$ cat src/hdl/ibwt_pkg.sv
// shared types and constants for the inverse bwt lf-mapping block
// no dependencies; compiled first
package ibwt_pkg;

  localparam int DEF_BLOCK_LEN   = 64;
  localparam int DEF_SYMBOL_BITS = 8;

  // fixed field widths of the stream payloads
  localparam int SYM_W     = 9;
  localparam int SYM_LOW_W = 8;
  localparam int STATUS_W  = 2;

  localparam logic [STATUS_W-1:0] STAT_COMPLETE = 2'd0;
  localparam logic [STATUS_W-1:0] STAT_SHORT    = 2'd1;
  localparam logic [STATUS_W-1:0] STAT_NO_SENT  = 2'd2;
  localparam logic [STATUS_W-1:0] STAT_OVERFLOW = 2'd3;

  localparam logic signed [SYM_W-1:0] SENT_SYMBOL = '1;

  typedef enum logic [3:0] {
    S_CLEAR,
    S_IDLE,
    S_LOAD,
    S_PREFIX,
    S_PREFIX_LAST,
    S_WALK_CHK,
    S_WALK_NEXT,
    S_EMIT_RD,
    S_EMIT_LOAD,
    S_EMIT_WAIT
  } state_t;

  typedef struct packed {
    logic signed [SYM_W-1:0] out_symbol;
    logic [STATUS_W-1:0]     status;
    logic                    run_end;
  } result_t;

endpackage

$ cat src/hdl/ibwt_out_if.sv
// output stream channel: decoded symbols with status and run end mark
// depends on ibwt_pkg
interface ibwt_out_if;
  import ibwt_pkg::*;
  logic                    valid;
  logic                    ready;
  logic signed [SYM_W-1:0] out_symbol;
  logic [STATUS_W-1:0]     status;
  logic                    run_end;

  modport source(output valid, out_symbol, status, run_end, input ready);
  modport sink(input valid, out_symbol, status, run_end, output ready);
endinterface

$ cat src/hdl/ibwt_out_stage.sv
// output register stage holding one result until the sink takes it
// depends on ibwt_pkg and ibwt_out_if
module ibwt_out_stage (
  input  logic             clk,
  input  logic             rst,
  input  logic             load,
  input  ibwt_pkg::result_t data,
  output logic             busy,
  ibwt_out_if.source       dst
);
  import ibwt_pkg::*;

  logic    valid;
  result_t hold;

  always_ff @(posedge clk) begin
    if (rst) begin
      valid <= 1'b0;
    end else if (load) begin
      valid <= 1'b1;
    end else if (dst.ready) begin
      valid <= 1'b0;
    end
  end

  always_ff @(posedge clk) begin
    if (load) begin
      hold <= data;
    end
  end

  assign dst.valid      = valid;
  assign dst.out_symbol = hold.out_symbol;
  assign dst.status     = hold.status;
  assign dst.run_end    = hold.run_end;
  assign busy           = valid;

endmodule

$ cat src/flat_wrapper.sv
// flat-port wrapper written by rule: the top's interface ports become plain ports
module ibwt_out_stage_flat import ibwt_pkg::*;
  (clk, rst, load, data, busy, dst_valid, dst_out_symbol, dst_status, dst_run_end, dst_ready);
  ibwt_out_if dst_i ();
  input  logic clk;
  input  logic rst;
  input  logic load;
  input  ibwt_pkg::result_t data;
  output logic busy;
  output wire logic [$bits(dst_i.valid)-1:0] dst_valid;
  output wire logic [$bits(dst_i.out_symbol)-1:0] dst_out_symbol;
  output wire logic [$bits(dst_i.status)-1:0] dst_status;
  output wire logic [$bits(dst_i.run_end)-1:0] dst_run_end;
  input wire logic [$bits(dst_i.ready)-1:0] dst_ready;
  assign dst_valid = dst_i.valid;
  assign dst_out_symbol = dst_i.out_symbol;
  assign dst_status = dst_i.status;
  assign dst_run_end = dst_i.run_end;
  assign dst_i.ready = dst_ready;
  ibwt_out_stage u_core (.clk(clk), .rst(rst), .load(load), .data(data), .busy(busy), .dst(dst_i));
endmodule
$ cat config.mk
export PLATFORM = sky130hd
export DESIGN_NAME = ibwt_out_stage_flat
export DESIGN_NICKNAME = d
export VERILOG_FILES = /design/src/hdl/ibwt_pkg.sv /design/src/hdl/ibwt_out_if.sv /design/src/hdl/ibwt_out_stage.sv /design/src/flat_wrapper.sv
export SDC_FILE = /design/constraint.sdc
export NUM_CORES = 1
export LEC_CHECK = 0
export CAP_MARGIN = 40
export CORE_AREA = 10 10 47 49
export CTS_CLUSTER_DIAMETER = 50
export CTS_CLUSTER_SIZE = 40
export DETAILED_ROUTE_END_ITERATION = 8
export DIE_AREA = 0 0 57 59
export DONT_BUFFER_PORTS = 1
export MAX_ROUTING_LAYER = met4
export RECOVER_POWER = 100
export SLEW_MARGIN = 20
export SYNTH_ARGS = -nofsm -noshare
export SYNTH_HDL_FRONTEND = slang
export SYNTH_SLANG_ARGS = --single-unit
$ cat constraint.sdc
create_clock -name clk -period 1.3 [get_ports clk]
set_input_delay 0 -clock clk [delete_from_list [all_inputs] [get_ports clk]]
set_output_delay 0 -clock clk [all_outputs]
set_load 0.01 [all_outputs]
# After elaboration in Yosys (flattened, before gate mapping)

Index checks and enable logic that the tools add are counted.

Register bits after elaboration: 13
Output and inout port bits: 14
Word-level logic and storage cells: 7

Multiplexer cells: 2
Reductions and logical operators: 1

Operators with widths:

| operator           | count |
|---|---|
| two-way mux 1 bit  | 2 |
| nonzero test 2 bit | 1 |

# Longest topological paths before layout

Depth after elaboration: 2
Depth in mapped cells: 2
Gate-level depth less buffers: 2

# Least setup slack after synthesis

OpenSTA, ideal clock, no wires.

Path type: register to register
From: register u_core.busy (netlist name)
To: register u_core.valid, in the netlist u_core.busy
Arrival: 0.565 ns
Required time: 1.234 ns
Path slack: 0.669 ns
Cell stages (with the launch flop): 3
Buffers on the path: 0
Period minus slack after synthesis: 0.631 ns
Cells stage by stage: dfxtp_1 -> nand2b_1 -> a21oi_2

RTL lines:

| item                 | RTL line             | text |
|---|---|---|
| end signal, assigned | ibwt_out_stage.sv:18 | `valid <= 1'b0;` |
| end signal, assigned | ibwt_out_stage.sv:20 | `valid <= 1'b1;` |
| end signal, assigned | ibwt_out_stage.sv:22 | `valid <= 1'b0;` |
| end, declared        | ibwt_out_stage.sv:13 | `logic valid;` |

# Final worst setup path

From: input port load
To: register u_core.hold (netlist bit u_core.dst.out_symbol[1]) (enable)

RTL lines:

| item                 | RTL line             | text |
|---|---|---|
| start, declared      | flat_wrapper.sv:7    | `input logic load;` |
| end signal, assigned | ibwt_out_stage.sv:28 | `hold <= data;` |
| end, declared        | ibwt_out_stage.sv:14 | `result_t hold;` |

No word-level cell between the ends.

==> results_dict.tcl <==
set metrics [dict create \
    post-route-period-util 0.751 \
    final-setup-viol-count 0 \
    p_leak_nw 0.212 \
    wl_per_cell_um 18.3 \
    hp-class "in -> reg" \
    antenna_cells 0 \
    ir_worst_vdd_uv 436 \
    power_density_nw_per_um2 1360 \
    startpoint_type "input pin" \
    final_common_cell "dlygate4sd3_1" \
    drt_iter0_drc 3 \
    required_ns 1.20 \
    grtUsageTotal 0.0583 \
    grt_max_degree 14 \
    yosysWarnings 0 \
    core.rowCount 14 \
    path_delay_family "buffers and inverters" \
    syn_area_um2 407 \
    htreeDepth 1 \
    path_buf_inv 1 \
    synth.avg_cell_area_um2 23.9 \
    first_global_vias 257 \
    grt_overflow 0 \
    die_h_um 59 \
    grt_pass1_wl_mm 1.39 \
    drv_slew 0 \
    num_vias 212 \
    path_clk_slew_ns 0.07 \
    clockBufferDepth 2 \
    ant_nets 0 \
    grt_antenna_before_repair 0 \
    hold_violations 0 \
    drt_first_pass_iters 2 \
    port-buffer-count 0 \
    crit_path_max_incr_delay_ns 0.88 \
    fmax_mhz 1020 \
    cts-resized-gates 0 \
    clockRootBuffer "clkbuf_4" \
    tightestPinTransition_ns 0.542 \
    path_class "in -> reg" \
    num_io_pins 30 \
    final_cell_area_um2 592 \
    drc_errors 0 \
    final_cell_mix "dlygate4sd3_1 (15), edfxtp_1 (12), clkbuf_4 (3)" \
    clock_latency_ns 0.26 \
    syn-num-nets 33 \
    crit_slowest_cell "dlygate4sd3_1" \
    clkSinkCount 13 \
    area_growth_pct 45.5 \
    ys_seq_area_frac 0.935 \
    critPathMaxFanout 13 \
    layout.nets 52 \
    start_util 0.290 \
    cp.arrival_ns 0.88 \
    maxCapViolations 0 \
    numCtsBuffers 3 \
    core_um2 1400 \
    synth_cells 17 \
    fp.dieW_um 57 \
    worstSetupEndpointType "flip-flop" \
    totalWireLength_um 935 \
    tns_ns 0 \
    place_area_um2 419 \
    gp_congestion 0.526 \
    via_per_inst 4.16 \
    n_fill_cell 132 \
    die-area_um2 3360 \
    timing.slew.headroom 0.638 \
    cp_cell_sequence "dlygate4sd3_1" \
    fin_skew_ns 0 \
    cts_tree "done" \
    rsz0062_at_grt "false" \
    layout-drive-gt1-share 0.0857 \
    min_period_ns 0.976 \
    ys_types 6 \
    synth_seq_cells 13 \
    status "completed" \
    post-cts-setup-buffer-count 0 \
]
sequential cells by signal (all words and copies together) (netlist names):
name,cells
u_core.dst.out_symbol,9
u_core.dst.run_end,1
u_core.dst.status,2
u_core.busy,1
area by class of cell:
class,count,area [um^2],area share
clock buffers,4,26.3,0.0444
multi-input cells,2,11.3,0.0190
well taps,16,20.0,0.0338
repair buffers,15,150,0.254
inverters,1,3.75,0.00634
flip-flops and latches,13,380,0.643
routing by layer:
metal	up-vias	wire (um)	global-route usage
li1	101	-	-
met1	95	329	0.0525
met2	14	539	0.0946
met3	2	54	0.0300
met4	0	11	0.0403
met5	-	0	-
final timing paths:
kind | start | to | slack [ns] | cells after the start
hold reg to reg | u_core.busy$_SDFFE_PP0P_ | u_core.busy$_SDFFE_PP0P_ | 0.59 | 2
setup / recovery | load | u_core.dst.out_symbol[1]$_DFFE_PP_ | 0.32 | 1
setup reg to reg | u_core.busy$_SDFFE_PP0P_ | u_core.busy$_SDFFE_PP0P_ | 0.54 | 2
hold / removal | rst | u_core.busy$_SDFFE_PP0P_ | 0.35 | 2
kinds of logic after synthesis:
family                 synth area share
buffers and inverters            0.0277
flip-flops                        0.935
AO/OA/AOI/OAI                    0.0215
AND/OR/NAND/NOR                  0.0154
what timing repair did:
item,4_1_cts,5_1_grt
endpoints found under the hold margin,25,0
hold buffers,15,0
endpoints found under the setup margin,0,0
cells in the mapped netlist (all sizes together):
master	n	area [um^2]
a21oi	1	8.76
edfxtp	12	360
buf	1	7.51
nand2b	1	6.26
inv	1	3.75
dfxtp	1	20.0
per-stage QoR:
| step | power [mW] | cells | util | hold slack (ns) | setup slack [ns] |
|---|---|---|---|---|---|
| 6_report | 0.806 | 51 | 0.422 | 0.352 | 0.324 |
| 5_1_grt | 0.858 | 51 | 0.422 | 0.331 | 0.307 |
| 4_1_cts | 0.826 | 51 | 0.425 | 0.337 | 0.327 |
| 3_5_place_dp | 0.544 | 32 | 0.299 | 0.0658 | 0.527 |
| 3_3_place_gp | 0.543 | 32 | 0.299 | 0.0643 | 0.537 |
| 2_1_floorplan | 0.536 | 17 | - | 0.0624 | 0.669 |
report_power, final:
part           internal (mW)  leakage [nW]  total (mW)  switching (mW)
logic                 0.0314        0.0712      0.0449          0.0136
registers              0.494         0.126       0.527          0.0324
clock network          0.119        0.0150       0.234           0.116
Note: power is estimated with default switching activity, not from simulation.
