<file path="src/hdl/ibwt_pkg.sv">
// shared types and constants for the inverse bwt lf-mapping block
// no dependencies; compiled first
package ibwt_pkg;

  localparam int DEF_BLOCK_LEN   = 64;
  localparam int DEF_SYMBOL_BITS = 8;

  // fixed field widths of the stream payloads
  localparam int SYM_W     = 9;
  localparam int SYM_LOW_W = 8;
  localparam int STATUS_W  = 2;

  localparam logic [STATUS_W-1:0] STAT_COMPLETE = 2'd0;
  localparam logic [STATUS_W-1:0] STAT_SHORT    = 2'd1;
  localparam logic [STATUS_W-1:0] STAT_NO_SENT  = 2'd2;
  localparam logic [STATUS_W-1:0] STAT_OVERFLOW = 2'd3;

  localparam logic signed [SYM_W-1:0] SENT_SYMBOL = '1;

  typedef enum logic [3:0] {
    S_CLEAR,
    S_IDLE,
    S_LOAD,
    S_PREFIX,
    S_PREFIX_LAST,
    S_WALK_CHK,
    S_WALK_NEXT,
    S_EMIT_RD,
    S_EMIT_LOAD,
    S_EMIT_WAIT
  } state_t;

  typedef struct packed {
    logic signed [SYM_W-1:0] out_symbol;
    logic [STATUS_W-1:0]     status;
    logic                    run_end;
  } result_t;

endpackage

</file>
<file path="src/hdl/ibwt_alu.sv">
// shared adder with limit compare, used for count update, prefix sum and lf row
// depends on ibwt_pkg for the default width only
module ibwt_alu #(
  parameter int LEN_W = $clog2(ibwt_pkg::DEF_BLOCK_LEN + 1)
) (
  input  logic [LEN_W-1:0] a,
  input  logic [LEN_W-1:0] b,
  input  logic [LEN_W-1:0] limit,
  output logic [LEN_W:0]   sum,
  output logic             at_limit
);

  assign sum      = {1'b0, a} + {1'b0, b};
  assign at_limit = sum >= {1'b0, limit};

endmodule

</file>
<file path="config.mk">
export PLATFORM = sky130hd
export DESIGN_NAME = ibwt_alu
export DESIGN_NICKNAME = d
export VERILOG_FILES = /design/src/hdl/ibwt_pkg.sv /design/src/hdl/ibwt_alu.sv
export SDC_FILE = /design/constraint.sdc
export NUM_CORES = 1
export LEC_CHECK = 0
export BUFFER_PORTS_ARGS = -buffer_cell sky130_fd_sc_hd__buf_2
export CORE_UTILIZATION = 25
export DETAILED_ROUTE_END_ITERATION = 7
export REMOVE_ABC_BUFFERS = 1
export SYNTH_ARGS = -nofsm -noshare
export SYNTH_HDL_FRONTEND = slang
export SYNTH_SLANG_ARGS = --single-unit
</file>
<file path="constraint.sdc">
create_clock -name vclk -period 2.6
set_input_delay 0.39 -clock vclk [all_inputs]
set_output_delay 0.39 -clock vclk [all_outputs]
set_load 0.01 [all_outputs]
</file>
# --- After elaboration in Yosys (flattened, before gate mapping) ---
# Cells that the tools add are included.
word_totals:
  word_cells: 2
  regBits: 0
  input_bits: 21
  output_inout_bits: 9
classes:
  order_cmp: 1
  add_sub_neg: 1
op_table:
  columns: ["operator", "count"]
  rows:
  - ["adder 7 x 7 -> 8 bit", 1]
  - [">= comparator 8 x 7 -> 1 bit", 1]

# --- Longest topological paths before layout ---
# Gate-level depths: netlist (run 1).
logic_depth:
  ltp_word: 2
  depth_mapped: 10
  ltp_nobuf: 10

# --- Worst setup path before layout (run 1) ---
# OpenSTA, ideal clock, no wires.
synth_path:
  path_type: "input port to output port"
  startpoint: "input port a[3]"
  endpoint: "output port at_limit"
  arrival_time_ns: 2.338
  t_required_ns: 2.210
  stages: 9
  slack_ns: -0.128
  path_buffers: 0
  path_cell_list: "ha_1 nand3_1 o211ai_1 nor2_1 xnor2_1 ha_1 a211oi_1 o21ai_0 a311o_1"
synth_between:
  elab_chain_cells: 2
synth_rtl:
  columns: ["element", "line", "text"]
  rows:
  - ["start: declaration", "ibwt_alu.sv:6", "input logic [LEN_W-1:0] a,"]
  - ["adder 7 x 7 -> 8 bit", "ibwt_alu.sv:13", "assign sum = {1'b0, a} + {1'b0, b};"]
  - ["net sum[5]", "ibwt_alu.sv:9", "output logic [LEN_W:0] sum,"]
  - [">= comparator 8 x 7 -> 1 bit", "ibwt_alu.sv:14", "assign at_limit = sum >= {1'b0, limit};"]
  - ["end: declaration", "ibwt_alu.sv:10", "output logic at_limit"]
# The timed path passes the listed nets, and every way through them passes these cells.

# --- Worst setup path in the final report (run 1) ---
layout_path:
  startpoint: "input port a[0]"
  endpoint: "output port at_limit"
layout_between:
  elab_chain_cells: 2
layout_rtl:
  columns: ["element", "line"]
  rows:
  - ["adder 7 x 7 -> 8 bit", "ibwt_alu.sv:13"]
  - [">= comparator 8 x 7 -> 1 bit", "ibwt_alu.sv:14"]
# Every way passes these cells.

==> insert_results.sql, run 1 <==
INSERT INTO impl_metrics (metric_group, metric, value, unit) VALUES
('floorplan', 'die_x', '44.9', 'um'),
('power', 'cellPowerDensity', '279', 'nW/um2'),
('logic_synthesis', 'synth_largest_area_cell', 'sky130_fd_sc_hd__ha_1', ''),
('logic_synthesis', 'yosysTopAreaCellShare', '38.1', '%'),
('min_path', 'holdCritPathClass', 'input port to output pin', ''),
('timing', 'period_minus_slack', '2.84', 'ns'),
('drt', 'post_drt_via_cell_ratio', '4.67', ''),
('critical_path', 'crit_path_cell_trace', 'buf_2 -> ha_2 -> inv_1 -> fa_2 -> nor2b_4 -> o31a_1 -> or4_1 -> nand3_2 -> ha_1 -> a311o_1 -> buf_2', ''),
('placement', 'port_buffers', '30', ''),
('global_route', 'globalRouteTotalUtil', '13.5', '%'),
('floorplan', 'start_util', '26.6', '%'),
('final_layout', 'syn_to_final_growth', '77.7', '%'),
('critical_path', 'timing.critical_path.mode_cell', 'sky130_fd_sc_hd__buf_2', ''),
('global_route', 'global_route_wire_length_before_repair', '2160', 'um'),
('clocking', 'cts_hold_buf', '0', ''),
('timing', 'grt_setup_unrepaired', 'yes', ''),
('critical_path', 'startpoint_type', 'input port', ''),
('global_route', 'pin_count_of_the_biggest_net_entering_global_routing', '6', ''),
('final_layout', 'layout.core_utilization', '47.2', '%'),
('drt', 'ant_nets_after_route', '0', ''),
('timing', 'maxSlewViolCount', '0', ''),
('timing', 'fin_worst_hold_slack', '1.12', 'ns'),
('final_layout', 'most-common-layout-cells', 'sky130_fd_sc_hd__buf_2 (27), sky130_fd_sc_hd__inv_1 (13), sky130_fd_sc_hd__ha_1 (9), sky130_fd_sc_hd__buf_4 (9)', ''),
('drt', 'totalWireLength', '1280', 'um'),
('outcome', 'run_status', 'finished, violations left', ''),
('final_layout', 'seq_area', '0', 'um2'),
('min_path', 'whs_endpoint', 'sum[0]', ''),
('drt', 'dr_total_vias', '584', ''),
('critical_path', 'crit_buf_inv', '3', ''),
('placement', 'dp_slack', '-0.364', 'ns'),
('floorplan', 'pin_count', '30', ''),
('timing', 'worst_slack', '-0.238', 'ns'),
('critical_path', 'critical-path-top-delay-family', 'adder cells', ''),
('final_layout', 'numSequentialCells', '0', ''),
('final_layout', 'finalInstanceArea', '816', 'um2'),
('outcome', 'failing_checks', 'setup timing', ''),
('floorplan', 'die_area', '2010', 'um2'),
('timing', 'timing_hold_violations_final', '0', ''),
('placement', 'placed_cell_area', '708', 'um2'),
('drt', 'drt_drc_violations_left', '0', ''),
('final_layout', 'antennaDiodeCount', '0', ''),
('floorplan', 'die_height', '44.9', 'um'),
('logic_synthesis', 'yosysWarnings', '0', ''),
('global_route', 'first_global_vias', '557', ''),
('critical_path', 'end_kind', 'output pin', ''),
('critical_path', 'setup.worst_path.start', 'a[0]', ''),
('critical_path', 'timing.critical_path.arrival', '2.45', 'ns'),
('final_layout', 'drive_gt1_share', '52.0', '%'),
('power', 'power.static_leakage', '0.423', 'nW'),
('global_route', 'global_route.overflow_total', '0', ''),
('logic_synthesis', 'sequential_share_of_the_synthesized_area', '0', '%'),
('global_route', 'grt_antenna_before_repair', '0', ''),
('final_layout', 'nets', '138', ''),
('logic_synthesis', 'mappedNetlistArea', '459', 'um2'),
('flow_run', 'maxcap_viol_count', '0', ''),
('critical_path', 'critical-path-max-stage-delay', '0.42', 'ns'),
('floorplan', 'core_area', '1730', 'um2'),
('clocking', 'post-cts-setup-buffers', '0', ''),
('drt', 'drt-pass1-iter-count', '2', ''),
('logic_synthesis', 'ys_types', '20', ''),
('timing', 'fin_crit_sh', '109', '%'),
('power', 'worst_vdd_drop', '0.109', 'mV'),
('final_layout', 'final_common_cell', 'sky130_fd_sc_hd__buf_2', ''),
('logic_synthesis', 'postSynthCellCount', '61', ''),
('timing', 'tns', '-0.238', 'ns'),
('logic_synthesis', 'syn-mean-instance-area', '7.53', 'um2'),
('critical_path', 'worstSetupPathType', 'input port to output pin', ''),
('timing', 'report.final.setup_viol', '1', ''),
('floorplan', 'number_of_core_rows', '15', ''),
('min_path', 'timing.hold.worst_path_depth', '3', ''),
('timing', 'worst-slew-pin-transition', '0.233', 'ns');
[per-stage QoR]
| step | power [mW] | instances |
|---|---|---|
| detailed placement | 0.197 | 125 |
| global placement | 0.192 | 125 |
| global route | 0.258 | 125 |
| floorplan | 0.113 | 61 |
| CTS | 0.224 | 125 |
| finish | 0.228 | 125 |
[where the power goes]
group          internal, mW  switching (mW)
clock                     0               0
combinational         0.122           0.105
sequential                0               0
[cells by family after synthesis]
| kind of cell | synth area share, % |
|---|---|
| AO/OA/AOI/OAI | 24.2 |
| buffers and inverters | 10.6 |
| AND/OR/NAND/NOR | 16.9 |
| XOR/XNOR | 5.72 |
| adder cells (fa/ha/maj) | 42.5 |
[layer usage]
metal | vias up | share of wire, % | GRT usage [%] | wire (um)
li1 | 297 | - | - | -
met2 | 23 | 54 | 30.0 | 696
met3 | 0 | 5.0 | 0 | 64
met5 | - | 0 | 0 | 0
met4 | 0 | 0 | 0 | 0
met1 | 264 | 41 | 14.7 | 519
[synth_stat cells]
master	n
sky130_fd_sc_hd__o21ai_0	4
sky130_fd_sc_hd__or4_1	1
sky130_fd_sc_hd__nor2_1	4
sky130_fd_sc_hd__nor3_1	2
sky130_fd_sc_hd__xnor2_1	3
sky130_fd_sc_hd__a21oi_1	3
sky130_fd_sc_hd__a311o_1	1
sky130_fd_sc_hd__o31a_1	1
sky130_fd_sc_hd__inv_1	13
sky130_fd_sc_hd__o211ai_1	2
sky130_fd_sc_hd__nand2b_1	2
sky130_fd_sc_hd__nand2_1	1
sky130_fd_sc_hd__a211oi_1	2
sky130_fd_sc_hd__a21oi_2	1
sky130_fd_sc_hd__o41a_1	1
sky130_fd_sc_hd__ha_1	14
sky130_fd_sc_hd__nand3_1	3
sky130_fd_sc_hd__nor2b_4	1
sky130_fd_sc_hd__o21a_1	1
sky130_fd_sc_hd__fa_1	1
[repair_timing]
item	CTS	global route
pin swaps	8	1
setup endpoints to repair	1	1
resized for setup	14	2
[area by class of cell]
class / count / area, um2
well taps: 25 / 31.3
repair buffers: 39 / 236
inverters: 13 / 48.8
multi-input cells: 48 / 499
fillers: 189 / 911
[worst max-delay path by stage]
stage | endpoint | slack (ns) | cells after the start
after detailed placement | at_limit | -0.36 | 11
final | at_limit | -0.24 | 11
after global placement | at_limit | -0.35 | 11
after floorplan | at_limit | -0.13 | 9
after CTS | at_limit | -0.24 | 11
after global routing | at_limit | -0.36 | 12
No activity file was read; power rests on OpenSTA's default activity.
==> run 2: changes to the inputs <==
SKIP_LAST_GASP = 1   (was default)
==> run 2 against run 1 <==
  * The run still ends with setup timing left
  * Critical path type unchanged
  * Core utilization is 1.1 points lower
  * Sequential cell count stayed put
  * First-iteration DRC count stayed put
  * Total power is 0.40% lower
  * Fmax is 1.5% lower
  * Via count is 1.5% lower
  * Routed wire length is 4.5% lower
==> insert_results.sql, run 2 (synthesis results as in run 1) <==
INSERT INTO impl_metrics (metric_group, metric, value, unit) VALUES
('final_layout', 'count_of_filler_cells_inserted_in_the_layout', '191', ''),
('critical_path', 'timing.critical_path.arrival', '2.49', 'ns'),
('min_path', 'hold_start', 'b[0]', ''),
('drt', 'dr_total_vias', '575', ''),
('power', 'combinationalPowerShare', '100.0', '%'),
('critical_path', 'critical_path.slowest_cell', 'sky130_fd_sc_hd__or4_1', ''),
('final_layout', 'seq_area', '0', 'um2'),
('final_layout', 'finalInstanceArea', '797', 'um2'),
('floorplan', 'start_util', '26.6', '%'),
('timing', 'worst-slew-pin-transition', '0.234', 'ns'),
('floorplan', 'pin_count', '30', ''),
('placement', 'placed_cell_area', '708', 'um2'),
('critical_path', 'critical-path-top-delay-family', 'adder cells', ''),
('drt', 'ant_nets_after_route', '0', ''),
('drt', 'drt_drc_violations_left', '0', ''),
('timing', 'fmax', '347', 'MHz'),
('critical_path', 'startpoint_type', 'input port', ''),
('global_route', 'global_route_wire_length_before_repair', '2050', 'um'),
('drt', 'post_drt_via_cell_ratio', '4.56', ''),
('final_layout', 'layout.core_utilization', '46.2', '%'),
('timing', 'fin_worst_hold_slack', '1.11', 'ns'),
('placement', 'port_buffers', '30', ''),
('global_route', 'global_route.overflow_total', '0', ''),
('flow_run', 'maxcap_viol_count', '0', ''),
('timing', 'maxSlewViolCount', '0', ''),
('critical_path', 'worst-path-max-fanout', '3', ''),
('power', 'power.static_leakage', '0.422', 'nW'),
('global_route', 'grt_antenna_before_repair', '0', ''),
('timing', 'max-slew-margin-rel', '84.3', '%'),
('min_path', 'holdCritPathClass', 'input port to output pin', ''),
('final_layout', 'num-clock-buffers', '0', ''),
('drt', 'initialDrtViolationCount', '2', ''),
('global_route', 'globalRouteTotalUtil', '12.9', '%'),
('floorplan', 'core_area', '1730', 'um2'),
('outcome', 'failing_checks', 'setup timing', ''),
('global_route', 'pin_count_of_the_biggest_net_entering_global_routing', '6', ''),
('drt', 'drt-wirelength-per-cell', '9.70', 'um'),
('min_path', 'timing.hold.worst_path_depth', '3', ''),
('critical_path', 'crit_buf_inv', '3', ''),
('critical_path', 'cp_data_required_time', '2.21', 'ns'),
('power', 'worst_vdd_drop', '0.111', 'mV'),
('critical_path', 'critical-path-max-stage-delay', '0.42', 'ns'),
('timing', 'timing_hold_violations_final', '0', ''),
('power', 'cell_internal_pwr', '122', 'uW'),
('critical_path', 'worstSetupPathType', 'input port to output pin', ''),
('timing', 'fin_crit_sh', '111', '%'),
('outcome', 'run_status', 'finished, violations left', ''),
('critical_path', 'cp_num_cells', '11', ''),
('power', 'swShare', '46.0', '%'),
('floorplan', 'die_area', '2010', 'um2'),
('power', 'cellPowerDensity', '285', 'nW/um2'),
('timing', 'grt_setup_unrepaired', 'yes', ''),
('final_layout', 'numSequentialCells', '0', ''),
('global_route', 'first_global_vias', '535', ''),
('final_layout', 'drive_gt1_share', '50.5', '%'),
('final_layout', 'antennaDiodeCount', '0', ''),
('drt', 'totalWireLength', '1220', 'um'),
('drt', 'drt-pass1-iter-count', '4', ''),
('final_layout', 'final_cell_count_no_fill', '126', ''),
('critical_path', 'crit_path_cell_trace', 'buf_2 -> ha_1 -> inv_1 -> fa_2 -> nor2b_4 -> o31a_1 -> or4_1 -> nand3_2 -> ha_1 -> a311o_1 -> buf_2', ''),
('placement', 'dp.cells', '125', ''),
('power', 'power_switching', '104', 'uW'),
('timing', 'period_minus_slack', '2.88', 'ns'),
('final_layout', 'syn_to_final_growth', '73.6', '%'),
('placement', 'dp.final_hpwl', '1060', 'um'),
('placement', 'gp_congestion', '0.691', ''),
('power', 'pwr-share-clk', '0', '%'),
('final_layout', 'most-common-layout-cells', 'sky130_fd_sc_hd__buf_2 (30), sky130_fd_sc_hd__inv_1 (13), sky130_fd_sc_hd__ha_1 (10), sky130_fd_sc_hd__buf_4 (10)', ''),
('floorplan', 'die_height', '44.9', 'um'),
('final_layout', 'nets', '139', ''),
('floorplan', 'number_of_core_rows', '15', ''),
('timing', 'report.final.setup_viol', '1', ''),
('clocking', 'cts_hold_buf', '0', ''),
('floorplan', 'die_x', '44.9', 'um'),
('min_path', 'whs_endpoint', 'sum[0]', ''),
('power', 'sequentialPowerShare', '0', '%'),
('timing', 'worst_slack', '-0.283', 'ns'),
('critical_path', 'end_kind', 'output pin', ''),
('final_layout', 'final_common_cell', 'sky130_fd_sc_hd__buf_2', '');
-- run 2: changes by cell type in the layout (fill, tap and decap cells not counted) --
| cell | before | now |
|---|---|---|
| sky130_fd_sc_hd__buf_2 | 27 | 30 |
| sky130_fd_sc_hd__buf_6 | 3 | 0 |
| sky130_fd_sc_hd__buf_4 | 9 | 10 |
| sky130_fd_sc_hd__ha_1 | 9 | 10 |
| sky130_fd_sc_hd__ha_2 | 1 | 0 |
| sky130_fd_sc_hd__nand3_2 | 2 | 1 |
| sky130_fd_sc_hd__nand3_1 | 1 | 2 |
-- run 2: through the flow --
stage,TNS [ns],setup WS (ns),total power [mW]
after floorplan,-0.128,-0.128,0.113
after global placement,-0.351,-0.351,0.192
after detailed placement,-0.364,-0.364,0.197
after CTS,-0.300,-0.300,0.217
after global routing,-0.412,-0.412,0.257
final,-0.283,-0.283,0.227
-- run 2: tightest hold or removal path: stages --
cell                    delay (ns)
sky130_fd_sc_hd__buf_2        0.08
sky130_fd_sc_hd__ha_1         0.13
sky130_fd_sc_hd__buf_2        0.13
-- run 2: per-layer routing --
layer	GRT usage, %	vias up	wire (um)
met5	0	-	0
met1	14.3	254	504
met2	28.2	23	658
met3	0	0	59
met4	0	0	0
li1	-	298	-
-- run 2: worst max-delay path by stage --
| stage | start | end |
|---|---|---|
| detailed placement | a[4] | at_limit |
| global route | a[0] | at_limit |
| floorplan | a[3] | at_limit |
| CTS | b[4] | at_limit |
| finish | a[0] | at_limit |
| global placement | a[4] | at_limit |
-- run 2: final cells by class --
cell class / instances / area (um2) / area share (%)
inverters: 13 / 48.8 / 6.12
multi-input cells: 48 / 492 / 61.7
well taps: 25 / 31.3 / 3.92
repair buffers: 40 / 225 / 28.3
-- run 2: timing repair --
item	in CTS	in global routing
setup buffers	0	1
setup endpoints to repair	1	1
gates resized for setup	8	3
pin swaps	4	5
-- run 2: power by group through the flow --
stage	Combinational [mW]	Clock, mW	Sequential, mW
6_report	0.227	0	0
5_1_grt	0.257	0	0
4_1_cts	0.217	0	0
3_5_place_dp	0.197	0	0
3_3_place_gp	0.192	0	0
2_1_floorplan	0.113	0	0
==> run 3: changes to the inputs <==
BUFFER_PORTS_ARGS = default   (was -buffer_cell sky130_fd_sc_hd__buf_2)
DONT_BUFFER_PORTS = 1   (was default)
REMOVE_ABC_BUFFERS = default   (was 1)
==> run 3 against run 2 <==
  * The flow still finishes with violations (setup timing)
  * Critical endpoint unchanged
  * Die area unchanged
  * Combinational power down 14%
  * Critical path depth down 2
  * Cell area down 19%
  * First-iteration DRC count down 50%
  * Cell count down 21%
  * Clock-buffer cell count unchanged
  * Fmax up 7.0%
  * Routed wire length down 20%
==> insert_results.sql, run 3 (synthesis results as in run 1) <==
INSERT INTO impl_metrics (metric_group, metric, value, unit) VALUES
('drt', 'dr_total_vias', '464', ''),
('timing', 'worst-slew-pin-transition', '0.229', 'ns'),
('critical_path', 'worstSetupPathType', 'input port to output pin', ''),
('flow_run', 'maxcap_viol_count', '0', ''),
('floorplan', 'start_util', '26.6', '%'),
('drt', 'post_drt_via_cell_ratio', '4.64', ''),
('placement', 'dp.cells', '99', ''),
('outcome', 'failing_checks', 'setup timing', ''),
('global_route', 'global_route.overflow_total', '0', ''),
('critical_path', 'worst-path-max-fanout', '3', ''),
('global_route', 'global_route_wire_length_before_repair', '1410', 'um'),
('critical_path', 'startpoint_type', 'input port', ''),
('final_layout', 'numSequentialCells', '0', ''),
('timing', 'maxSlewViolCount', '0', ''),
('logic_synthesis', 'synth_nets', '97', ''),
('critical_path', 'timing.critical_path.arrival', '2.30', 'ns'),
('drt', 'drt_drc_violations_left', '0', ''),
('final_layout', 'layout.core_utilization', '37.5', '%'),
('floorplan', 'number_of_core_rows', '15', ''),
('global_route', 'globalRouteTotalUtil', '8.89', '%'),
('drt', 'initialDrtViolationCount', '1', ''),
('placement', 'port_buffers', '0', ''),
('min_path', 'timing.hold.worst_path_depth', '1', ''),
('timing', 'report.final.setup_viol', '1', ''),
('timing', 'max-slew-margin-rel', '84.6', '%'),
('floorplan', 'die_area', '2010', 'um2'),
('final_layout', 'antennaDiodeCount', '0', ''),
('timing', 'fin_worst_hold_slack', '0.943', 'ns'),
('final_layout', 'count_of_filler_cells_inserted_in_the_layout', '193', ''),
('min_path', 'holdCritPathClass', 'input port to output pin', ''),
('drt', 'ant_nets_after_route', '0', ''),
('timing', 'period_minus_slack', '2.69', 'ns'),
('min_path', 'hold_start', 'b[0]', ''),
('global_route', 'grt_antenna_before_repair', '0', ''),
('final_layout', 'nets', '113', ''),
('final_layout', 'seq_area', '0', 'um2'),
('timing', 'worst_slack', '-0.0938', 'ns'),
('min_path', 'whs_endpoint', 'sum[0]', ''),
('placement', 'gp_congestion', '0.649', ''),
('floorplan', 'die_height', '44.9', 'um'),
('final_layout', 'final_cell_count_no_fill', '100', ''),
('drt', 'drt-pass1-iter-count', '3', ''),
('timing', 'fmax', '371', 'MHz'),
('timing', 'fin_crit_sh', '104', '%'),
('power', 'total_power', '196', 'uW'),
('final_layout', 'drive_gt1_share', '33.3', '%'),
('floorplan', 'core_area', '1730', 'um2'),
('timing', 'grt_setup_unrepaired', 'yes', ''),
('final_layout', 'most-common-layout-cells', 'sky130_fd_sc_hd__buf_4 (14), sky130_fd_sc_hd__inv_1 (12), sky130_fd_sc_hd__ha_1 (12)', ''),
('floorplan', 'pin_count', '30', ''),
('power', 'worst_vdd_drop', '0.130', 'mV'),
('power', 'power.static_leakage', '0.321', 'nW'),
('drt', 'drt-wirelength-per-cell', '9.73', 'um'),
('outcome', 'run_status', 'finished, violations left', ''),
('global_route', 'first_global_vias', '347', ''),
('placement', 'dp.final_hpwl', '873', 'um'),
('final_layout', 'num-clock-buffers', '0', ''),
('power', 'cellPowerDensity', '302', 'nW/um2'),
('final_layout', 'final_common_cell', 'sky130_fd_sc_hd__buf_4', ''),
('final_layout', 'syn_to_final_growth', '41.1', '%'),
('timing', 'timing_hold_violations_final', '0', ''),
('clocking', 'cts_hold_buf', '0', ''),
('drt', 'totalWireLength', '973', 'um'),
('critical_path', 'end_kind', 'output pin', ''),
('critical_path', 'cp_data_required_time', '2.21', 'ns'),
('floorplan', 'die_x', '44.9', 'um'),
('global_route', 'pin_count_of_the_biggest_net_entering_global_routing', '6', '');
==> run 3: worst max-delay path by stage <==
stage                     from        to  slack, ns  depth (start not counted)
final                     a[0]  at_limit      -0.09                          9
after global routing      a[3]  at_limit      -0.14                          9
after CTS                 a[0]  at_limit      -0.15                          9
after detailed placement  a[1]  at_limit      -0.21                          9
after global placement    a[1]  at_limit      -0.12                          9
after floorplan           a[3]  at_limit      -0.04                          9
==> run 3: layer usage <==
layer	track usage (%)	part of all wire [%]	routed length [um]	up-vias
li1	-	-	-	246
met1	13.1	45	434	195
met2	14.1	45	441	23
met3	2.00	10	98	0
met4	0	0	0	0
met5	0	0	0	-
==> run 3: timing repair <==
action,in CTS,in global routing
setup buffers,1,0
gates cloned,0,0
setup endpoints to repair,1,1
gates resized for setup,1,5
pin swaps,3,4
==> run 3: cell type report <==
type                            count  area (um2)  area share (%)
Timing Repair Buffer               14         105            16.2
Multi-Input combinational cell     48         463            71.4
Inverter                           13        48.8            7.53
Tap cell                           25        31.3            4.83
==> run 3: stage by stage <==
step           worst slack, ns  setup TNS [ns]  cell area, um2
2_1_floorplan          -0.0428         -0.0428             478
5_1_grt                 -0.143          -0.143             648
4_1_cts                 -0.154          -0.154             614
6_report               -0.0938         -0.0938             648
3_5_place_dp            -0.208          -0.208             607
3_3_place_gp            -0.125          -0.125             607
==> run 3: power breakdown <==
| group | internal (mW) | leakage [nW] | switching [mW] |
|---|---|---|---|
| Sequential | 0 | 0 | 0 |
| Combinational | 0.105 | 0.321 | 0.0911 |
| Clock | 0 | 0 | 0 |
| Total | 0.105 | 0.321 | 0.0911 |
==> run 3: worst max-delay path, stage by stage <==
cell                      delay [ns]
sky130_fd_sc_hd__ha_1           0.21
sky130_fd_sc_hd__inv_2          0.06
sky130_fd_sc_hd__fa_2           0.22
sky130_fd_sc_hd__nor2b_4        0.05
sky130_fd_sc_hd__o31a_1         0.27
sky130_fd_sc_hd__or4_4          0.42
sky130_fd_sc_hd__nand3_2        0.10
sky130_fd_sc_hd__ha_1           0.22
sky130_fd_sc_hd__a311o_1        0.36
